==> src/hdl/buc_pkg.sv <==
// Shared constants and command/status types for the busiest-core utilisation block.
// No dependencies; imported by buc_ctrl, buc_datapath and busiest_core_utilization.
`default_nettype none

package buc_pkg;

   // store depth and addressing
   localparam int MAX_CORES = 64;
   localparam int CORE_AW   = (MAX_CORES > 1) ? $clog2(MAX_CORES) : 1;
   localparam logic [6:0] CORE_LIMIT = 7'(MAX_CORES);

   // field widths
   localparam int CORE_W = 6;
   localparam int TICK_W = 64;
   localparam int PCT_W  = 15;

   // 25600 = 2^14 + 2^13 + 2^10, scaled dividend width
   localparam int PROD_W = TICK_W + PCT_W;
   localparam logic [PCT_W-1:0] FULL_SCALE = 15'd25600;

   // one quotient bit per divider step
   localparam int DIV_STEPS = PCT_W;
   localparam int DIV_CW    = $clog2(DIV_STEPS);
   localparam logic [DIV_CW-1:0] DIV_LAST = DIV_CW'(DIV_STEPS - 1);

   typedef struct packed {
      logic load_item;   // capture an accepted transfer
      logic read_mem;    // read previous idle/total of the core
      logic calc_delta;  // register idle and total deltas
      logic calc_num;    // busy delta = total delta - idle delta
      logic write_mem;   // store this sample as the new previous one
      logic set_full;    // idle delta above total delta: 100 percent
      logic mul_a;       // first half of the scale by 25600
      logic mul_b;       // second half, loads the divider
      logic div_step;    // one restoring division step
      logic fold;        // fold the reading into the poll maximum
      logic end_poll;    // load the result and clear the poll state
   } buc_cmd_type;

   typedef struct packed {
      logic core_ok;     // core index below MAX_CORES
      logic last;        // item closes the poll
      logic baseline;    // a full poll has been seen
      logic nonzero;     // total delta nonzero
      logic over;        // idle delta above total delta
   } buc_status_type;

endpackage

`default_nettype wire

==> src/hdl/buc_ctrl.sv <==
// Controller: sequences one sample through read, delta, scale, divide and fold.
// Depends on buc_pkg; drives buc_datapath, owns both handshakes.
`default_nettype none

module buc_ctrl
   import buc_pkg::*;
(
   input  wire logic           clock,
   input  wire logic           reset,
   input  wire logic           req_tvalid,
   output logic                req_tready,
   output logic                rsp_tvalid,
   input  wire logic           rsp_tready,
   input  wire buc_status_type status,
   output buc_cmd_type         cmd
);

   localparam logic [3:0] ST_IDLE   = 4'd0;
   localparam logic [3:0] ST_READ   = 4'd1;
   localparam logic [3:0] ST_DELTA  = 4'd2;
   localparam logic [3:0] ST_EVAL   = 4'd3;
   localparam logic [3:0] ST_MUL1   = 4'd4;
   localparam logic [3:0] ST_MUL2   = 4'd5;
   localparam logic [3:0] ST_DIV    = 4'd6;
   localparam logic [3:0] ST_FOLD   = 4'd7;
   localparam logic [3:0] ST_FINISH = 4'd8;

   logic [3:0]        state_ff, state_in;
   logic [DIV_CW-1:0] cnt_ff, cnt_in;
   logic              valid_ff, valid_in;
   logic              reading;

   assign reading    = status.core_ok && status.baseline && status.nonzero;
   assign req_tready = state_ff == ST_IDLE;
   assign rsp_tvalid = valid_ff;

   always_comb begin
      state_in = state_ff;
      cnt_in   = cnt_ff;
      valid_in = valid_ff && !rsp_tready;
      cmd      = '0;
      case (state_ff)
         ST_IDLE: begin
            if (req_tvalid) begin
               cmd.load_item = 1'b1;
               state_in      = ST_READ;
            end
         end
         ST_READ: begin
            cmd.read_mem = 1'b1;
            state_in     = ST_DELTA;
         end
         ST_DELTA: begin
            cmd.calc_delta = 1'b1;
            state_in       = ST_EVAL;
         end
         ST_EVAL: begin
            cmd.write_mem = status.core_ok;
            cmd.calc_num  = 1'b1;
            if (!reading) begin
               state_in = ST_FINISH;
            end else if (status.over) begin
               cmd.set_full = 1'b1;
               state_in     = ST_FOLD;
            end else begin
               state_in = ST_MUL1;
            end
         end
         ST_MUL1: begin
            cmd.mul_a = 1'b1;
            state_in  = ST_MUL2;
         end
         ST_MUL2: begin
            cmd.mul_b = 1'b1;
            cnt_in    = '0;
            state_in  = ST_DIV;
         end
         ST_DIV: begin
            cmd.div_step = 1'b1;
            cnt_in       = cnt_ff + 1'b1;
            if (cnt_ff == DIV_LAST) state_in = ST_FOLD;
         end
         ST_FOLD: begin
            cmd.fold = 1'b1;
            state_in = ST_FINISH;
         end
         ST_FINISH: begin
            if (!status.last) begin
               state_in = ST_IDLE;
            end else if (!valid_ff || rsp_tready) begin
               cmd.end_poll = 1'b1;
               valid_in     = 1'b1;
               state_in     = ST_IDLE;
            end
         end
         default: begin
            state_in = ST_IDLE;
         end
      endcase
   end

   always_ff @(posedge clock) begin
      if (reset) begin
         state_ff <= ST_IDLE;
         cnt_ff   <= '0;
         valid_ff <= 1'b0;
      end else begin
         state_ff <= state_in;
         cnt_ff   <= cnt_in;
         valid_ff <= valid_in;
      end
   end

endmodule

`default_nettype wire

==> config.mk <==
export PLATFORM = sky130hd
export DESIGN_NAME = buc_ctrl
export DESIGN_NICKNAME = d
export VERILOG_FILES = /design/src/hdl/buc_pkg.sv /design/src/hdl/buc_ctrl.sv
export SDC_FILE = /design/constraint.sdc
export NUM_CORES = 1
export LEC_CHECK = 0
export ABC_AREA = 1
export CORE_AREA = 4 4 41 43
export CTS_CLUSTER_DIAMETER = 200
export CTS_CLUSTER_SIZE = 12
export DETAILED_ROUTE_END_ITERATION = 10
export DIE_AREA = 0 0 45 47
export DONT_BUFFER_PORTS = 1
export GPL_ROUTABILITY_DRIVEN = 1
export GPL_TIMING_DRIVEN = 0
export HOLD_SLACK_MARGIN = 0.03
export MAX_ROUTING_LAYER = met4
export SETUP_SLACK_MARGIN = 0.3
export SLEW_MARGIN = 0
export SYNTH_ARGS = -nofsm -noshare
export SYNTH_HDL_FRONTEND = slang
export SYNTH_SLANG_ARGS = --single-unit
==> constraint.sdc <==
create_clock -name clock -period 1.3 [get_ports clock]
set_clock_uncertainty 0.1 [all_clocks]
set_input_delay 0.26 -clock clock [delete_from_list [all_inputs] [get_ports clock]]
set_output_delay 0.26 -clock clock [all_outputs]
set_load 0.02 [all_outputs]
Word-level counts from Yosys, hierarchy flattened
Cells that the tools add are included.
W data, S select, Z words.
- register bits after elaboration: 9
- bits in latches: 0
- RAM bits: 0
- memory bits (read-only): 0
- bits of input ports: 9
- output and inout port bits: 13
- logic and storage cells: 50
- memories kept: 0
- $add $sub $neg: 1
- multiply operators: 0
- divide/modulo/power cells: 0
- order comparisons: 0
- equality and inequality tests: 12
- shift-type cells: 0
- mux-type cells: 25
- bitwise gates (word level): 0
- reduce and logical (&&, ||, !) cells: 9
- operators with widths (operator ; number):
    $pmux W4 S9 ; 1
    $mux W4 ; 5
    $eq A4 B3 Y1 const B ; 4
    $mux W1 ; 16
    $eq A4 B2 Y1 const B ; 2
    $eq A4 B4 Y1 const B ; 2
    $pmux W4 S2 ; 1
    $add A4 B1 Y4 const B ; 1
    $eq A4 B1 Y1 const B ; 1
    $logic_not A4 Y1 ; 1
    $ne A2 B2 Y1 const B ; 2
    $logic_and A1 B1 Y1 ; 3
    $mux W3 ; 1
    $ne A3 B3 Y1 const B ; 1
    $reduce_and A3 Y1 ; 1
    $logic_not A1 Y1 ; 2
    $mux W2 ; 1
    $reduce_bool A2 Y1 ; 1
    $logic_or A1 B1 Y1 ; 1

Depth between registers and ports, before layout
Gate-level depths: netlist of the first run.
- depth after elaboration: 5
- mapped depth: 8
- gate-level depth less buffers: 8

Worst setup path after synthesis of the first run
OpenSTA, ideal clock, no wires.
- kind: reg2out
- start: reg state_ff[0]
- end: out cmd[5] (netlist bit)
- arrival: 1.319 ns
- data required time: 0.940 ns
- path slack: -0.379 ns
- stages on the path, launching flop included: 5
- buffers on the path: 0
- path through: dfxtp_1 > nand2_2 > nor2_4 > inv_1 > nor3_1
- RTL lines (element ; line ; text):
    start, declared ; buc_ctrl.sv:28 ; logic [3:0] state_ff, state_in;
    start signal, assigned ; buc_ctrl.sv:108 ; state_ff <= state_in;
    end, declared ; buc_ctrl.sv:15 ; output buc_cmd_type cmd

==> reports/qor.csv, run 1 <==
stage;metric;value;unit
synthesis;synth_top_family_by_area;simple AND/OR/NAND/NOR gates;
synthesis;synth_top_cell_area_share;30.51;%
synthesis;synth-adder-area-share;4.237;%
worst_setup_path;worst_setup_path_end_kind;output pin;
detailed_routing;firstDrtPassIters;4;
place;hpwl;1049;um
synthesis;ys_async_sr_fraction;0;%
clocking;clock-sinks;9;
run;max_cap_viol_count;0;
worst_setup_path;critPathLaunchType;register;
sta;timing.setup.tns;-3029;ps
synthesis;synthCells;99;
clocking;cts_max_path_buffers;2;
sta;timing.final.crit_share;125.5;%
synthesis;syn_area;590.6;um2
sta;slew_headroom;73.20;%
hold_path;hold_path_depth;3;
synthesis;synth-simple-area-share;45.76;%
pwr;peakVddDrop;0.0008820;V
clocking;clockRootBuffer;clkbuf_4;
die;dieWidth;45;um
detailed_routing;route.detailed.drc;0;
place;portBuffers;0;
worst_setup_path;cp_max_fo;4;
clocking;clk_pin_slew;60;ps
layout;drive_gt1_share;45.69;%
place;dpl.cell_count;114;
grt;grt_first_pass_wirelength;2587;um
synthesis;synth_common_cells;nor2_1 (23), inv_1 (19), nand2_1 (19);
sta;timing.fmax;612.9;MHz
place;place_congestion;0.8169;
clocking;insertion_delay;260;ps
sta;setup_ws;-331.5;ps
synthesis;synth-seq-cells;9;
clocking;cts_made_buffers;3;
detailed_routing;vias;638;
die;coreArea;0.001301;mm2
synthesis;synth_cell_types;16;
grt;grt.overflow.total;0;
sta;fin_crit;1631;ps
worst_setup_path;r2r_cells;5;
pwr;power.leakage;0.3992;nW
die;dieHeight;47;um
clocking;cts_tree;yes;
sta;hold_viol;0;
detailed_routing;drt-wirelength-per-cell;11.85;um
die;io_pins;22;
grt;grtUsageTotal;17.56;%
synthesis;yosys_warnings;0;
die;die-area;0.002115;mm2
synthesis;yosys.cell_count.top_type;nor2_1;
synthesis;yosysSeqAreaShare;30.51;%
synthesis;synthMuxAreaShare;0;%
clocking;cts-hold-fix-buffers;0;
grt;antenna_found_initial;0;
synthesis;ys_top_cells_by_area;dfxtp_1 (31%), nor2_1 (15%), inv_1 (12%);
layout;final_net_count;128;
synthesis;synth_compound_area_share;6.780;%
worst_setup_path;crit_type;register to output pin;
pwr;p_per_area;1194;mW/mm2
worst_setup_path;arrival;1270;ps
layout;layout.cells.non_filler;131;
synthesis;synthFlopType;dfxtp_1;
worst_setup_path;crit_required;940;ps
synthesis;synth_area_per_cell;5.965;um2
sta;rsz0062_at_grt;yes;
synthesis;yosysTopAreaCell;dfxtp_1;
outcome;outcome;finished, violations left;
sta;setup_viol;17;
detailed_routing;drt_first_iter_violations;7;
hold_path;hold_class;primary input to register;
sta;worst_pin_slew;400.7;ps
synthesis;synthXorXnorAreaFrac;0;%
grt;grt_pass1_vias;589;
layout;syn_to_final_growth;50.21;%
grt;grt_max_degree;9;
clocking;cts_htree_levels;1;
die;initial_core_util;45.38;%
die;rows;13;
layout;diodes;0;
outcome;violations;setup timing;
sta;slew_violations;0;
synthesis;synth-edff-count;0;
synthesis;synthesis.nets;110;
detailed_routing;finalWirelength;1553;um
detailed_routing;viasPerCell;4.870;
detailed_routing;ant_nets;0;
==> sequential cells by signal, indices dropped and copies added (netlist names) <==
signal and count:
cnt_ff 4, rsp_tvalid 1, state_ff 4
==> path summary, 6_finish.rpt <==
kind / to / start / slack, ps
max: cmd[5] / state_ff[3] / -330
min reg2reg: cnt_ff[3] / cnt_ff[3] / 380
max reg2reg: cnt_ff[3] / state_ff[3] / -120
min: rsp_tvalid / rsp_tready / 70
==> power by group <==
group | switching, W | internal, W
registers | 0.0000387 | 0.000299
logic | 0.000302 | 0.000209
clock network | 0.0000929 | 0.000118
total | 0.000434 | 0.000626
==> worst max-delay path, cell delays in order, from the launching register on <==
cell,delay (ps)
dfxtp_4,360
inv_4,80
nand2_4,60
nor2_4,210
inv_4,80
nor3_4,220
==> layer usage <==
layer / track usage (%) / wire, um
met5: - / 0
met4: 1.754 / 0
met3: 7.663 / 121
met2: 27.40 / 772
met1: 21.71 / 658
==> cells by family (layout without fill, tap and decap cells) <==
logic type | Yosys count | after routing
adders and majority gates | 2 | 2
buffers and inverters | 20 | 37
AOI/OAI and AO/OA | 8 | 8
and+or+nand+nor | 60 | 60
DFF | 9 | 9
==> metrics by stage <==
stage	hold slack [ps]	util, %	area (um2)	power, W	setup WS, ps
6_report	66.75	68.17	887.1	0.001060	-331.5
5_1_grt	73.08	68.17	887.1	0.001142	-391.8
4_1_cts	60.36	63.56	827.0	0.0009816	-318.3
3_5_place_dp	330.7	53.75	699.4	0.0006648	-183.2
3_3_place_gp	331.7	53.75	699.4	0.0006652	-176.7
2_1_floorplan	320.3	-	680.7	0.0006211	-68.68
==> cell usage in the layout (no fill, tap or decap), types with 4 or more instances in the layout <==
master,count
inv_2,6
buf_4,10
nand2_1,16
nor2_2,4
inv_1,10
nor2_1,12
dfxtp_4,5
nand3_1,9
a21oi_1,5
nor2_4,8
==> what timing repair did <==
action	CTS	global route
gates resized for setup	14	9
endpoints found under the setup margin	22	22
pin swaps	7	2
endpoints found under the hold margin	0	0
buffers inserted	9	4
==> layout make-up <==
cell class	instances	area [um2]
Timing Repair Buffer	13	108.9
Multi-Input combinational cell	70	450.4
Clock buffer	4	26.28
Tap cell	15	18.77
Sequential cell	9	200.2
Fill cell	127	414.1
Inverter	19	78.83
Buffer	1	3.754
(Power assumes the default switching activity.)
==> inputs of run 2 (changes only) <==
clock period = 1.8 ns   (was 1.3 ns; I/O delays follow)
==> run 2 against run 1 <==
Against the previous run:
- the flow now finishes without violations
- final cell count is 1.5% lower
- combinational power down 40%
- first-iteration DRC count increased by 100%
- flip-flop and latch count is the same
- global-route usage is 0.34 points lower
- wire length up 8.8%
- clock power down 27%
- register-to-register slack improved by 510 ps
- via count grew 2.8%
- cell area is 2.8% lower
- die area stayed put
- highest routed layer is now met4
==> reports/qor.csv, run 2 (synthesis gave the netlist of run 1 again) <==
stage;metric;value;unit;change
outcome;outcome;finished clean;;
layout;syn_to_final_growth;45.97;%;
layout;diodes;0;;unchanged
pwr;peakVddDrop;0.0006481;V;-27%
die;dieWidth;45;um;unchanged
grt;grt.overflow.total;0;;unchanged
clocking;cts_htree_levels;1;;unchanged
clocking;clk_pin_slew;60;ps;about the same
sta;slew_headroom;71.57;%;-1.6 points
clocking;cts_tree;yes;;
layout;final_core_util;66.25;%;-1.9 points
detailed_routing;route.detailed.drc;0;;unchanged
place;hpwl;1035;um;-1.4%
place;portBuffers;0;;unchanged
layout;final_net_count;126;;-1.6%
layout;final_cell_mix;nor2_1 (16), nand2_1 (16), inv_1 (13);;
hold_path;hold_class;primary input to register;;
sta;setup_ws;33.83;ps;+365.3 ps
detailed_routing;drt_first_iter_violations;14;;+7
pwr;total_power;0.0007084;W;-33%
sta;rsz0062_at_grt;yes;;
detailed_routing;firstDrtPassIters;4;;unchanged
grt;grt_max_degree;9;;unchanged
worst_setup_path;cp_max_fo;5;;+1
die;dieHeight;47;um;unchanged
grt;grt_pass1_vias;595;;+1.0%
worst_setup_path;crit_type;register to output pin;;
worst_setup_path;arrival;1310;ps;+40 ps
pwr;p_per_area;821.7;mW/mm2;-31%
pwr;combinationalPowerShare;43.2;%;-5.0 points
die;rows;13;;unchanged
sta;worst_pin_slew;426.5;ps;+25.85 ps
clocking;clock-sinks;9;;unchanged
sta;fin_crit;1766;ps;
sta;slew_violations;0;;unchanged
worst_setup_path;worst_setup_path_end_kind;output pin;;
die;initial_core_util;45.38;%;unchanged
detailed_routing;vias;656;;+2.8%
die;die-area;0.002115;mm2;unchanged
sta;timing.fmax;566.2;MHz;
grt;antenna_found_initial;0;;unchanged
place;post-place-ws;186.0;ps;+369.3 ps
clocking;cts_made_buffers;3;;unchanged
clocking;cts_max_path_buffers;2;;unchanged
grt;grtUsageTotal;17.21;%;-0.34 points
worst_setup_path;critPathLaunchType;register;;
pwr;pwr-share-seq;35.1;%;+3.2 points
worst_setup_path;crit_required;1340;ps;+400 ps
pwr;swShare;43.23;%;+2.3 points
detailed_routing;finalWirelength;1689;um;+8.8%
detailed_routing;viasPerCell;5.085;;+4.4%
clocking;cts-hold-fix-buffers;0;;unchanged
layout;drive_gt1_share;36.84;%;-8.8 points
place;place_congestion;0.7133;;-13%
sta;hold_viol;0;;unchanged
pwr;power.leakage;0.3968;nW;-0.61%
clocking;clockRootBuffer;clkbuf_4;;
detailed_routing;drt-wirelength-per-cell;13.09;um;+10%
sta;timing.final.crit_share;98.12;%;
die;coreArea;0.001301;mm2;unchanged
clocking;insertion_delay;260;ps;about the same
pwr;power.switching;0.0003063;W;-29%
sta;setup_viol;0;;-17
run;max_cap_viol_count;0;;unchanged
pwr;p_int;0.0004021;W;-36%
detailed_routing;ant_nets;0;;unchanged
pwr;p_clk_share;21.7;%;+1.8 points
die;io_pins;22;;unchanged
grt;grt_first_pass_wirelength;2484;um;-4.0%
[run 2: changes by cell type in the layout (fill, tap and decap cells not counted), moves of 2 or more]
cell | before | now
buf_4 | 10 | 7
dfxtp_1 | 3 | 5
inv_1 | 10 | 13
inv_2 | 6 | 3
nor2_1 | 12 | 16
nor2_2 | 4 | 1
[run 2: power by group through the flow]
stage	clock [W]	sequential (W)	combinational (W)
after floorplan	0	0.000239	0.000158
after detailed placement	0	0.000243	0.000184
after global routing	0.000170	0.000252	0.000331
after global placement	0	0.000242	0.000183
final	0.000153	0.000249	0.000306
after CTS	0.000160	0.000237	0.000246
[run 2: routing by layer]
layer | track usage [%] | wire length [um] | vias to the layer above
met5 | - | 0 | -
met4 | 7.018 | 13 | 0
met3 | 6.513 | 106 | 2
met2 | 25.99 | 845 | 20
met1 | 20.51 | 724 | 298
li1 | - | - | 336
[run 2: what timing repair did]
| item | in CTS | in global routing |
|---|---|---|
| buffers inserted | 7 | 4 |
| endpoints found under the setup margin | 11 | 17 |
| gates resized for setup | 22 | 20 |
| pin swaps | 4 | 12 |
[run 2: path summary, 6_finish.rpt]
path,startpoint,end,slack (ps),depth (start not counted)
worst min register to register,cnt_ff[3],cnt_ff[3],390,2
worst max-delay path,state_ff[1],cmd[5],30,4
worst min-delay path,rsp_tready,rsp_tvalid,190,3
worst max register to register,state_ff[3],cnt_ff[3],390,6
[run 2: area by class of cell]
| type | instances | area [um2] |
|---|---|---|
| buffer | 1 | 3.754 |
| clock buffer | 4 | 26.28 |
| fill | 123 | 439.2 |
| inverter | 19 | 78.83 |
| multi-input combinational | 70 | 441.7 |
| sequential | 9 | 195.2 |
| tap | 15 | 18.77 |
| timing repair buffer | 11 | 97.59 |
[run 2: critical path: stages (launching register included)]
cell     delay, ps
dfxtp_4        400
nand2_4         80
nor2_4         250
inv_4           80
nor3_4         230
[run 2: per-stage QoR]
stage / setup TNS [ps] / instances / instance area, um2 / hold WS (ps)
after global placement: 0 / 114 / 624.3 / 374.0
final: 0 / 129 / 862.1 / 190.6
after detailed placement: 0 / 114 / 624.3 / 372.6
after global routing: -24.93 / 129 / 862.1 / 200.2
after floorplan: 0 / 99 / 605.6 / 348.2
after CTS: -2.238 / 125 / 749.5 / 223.4
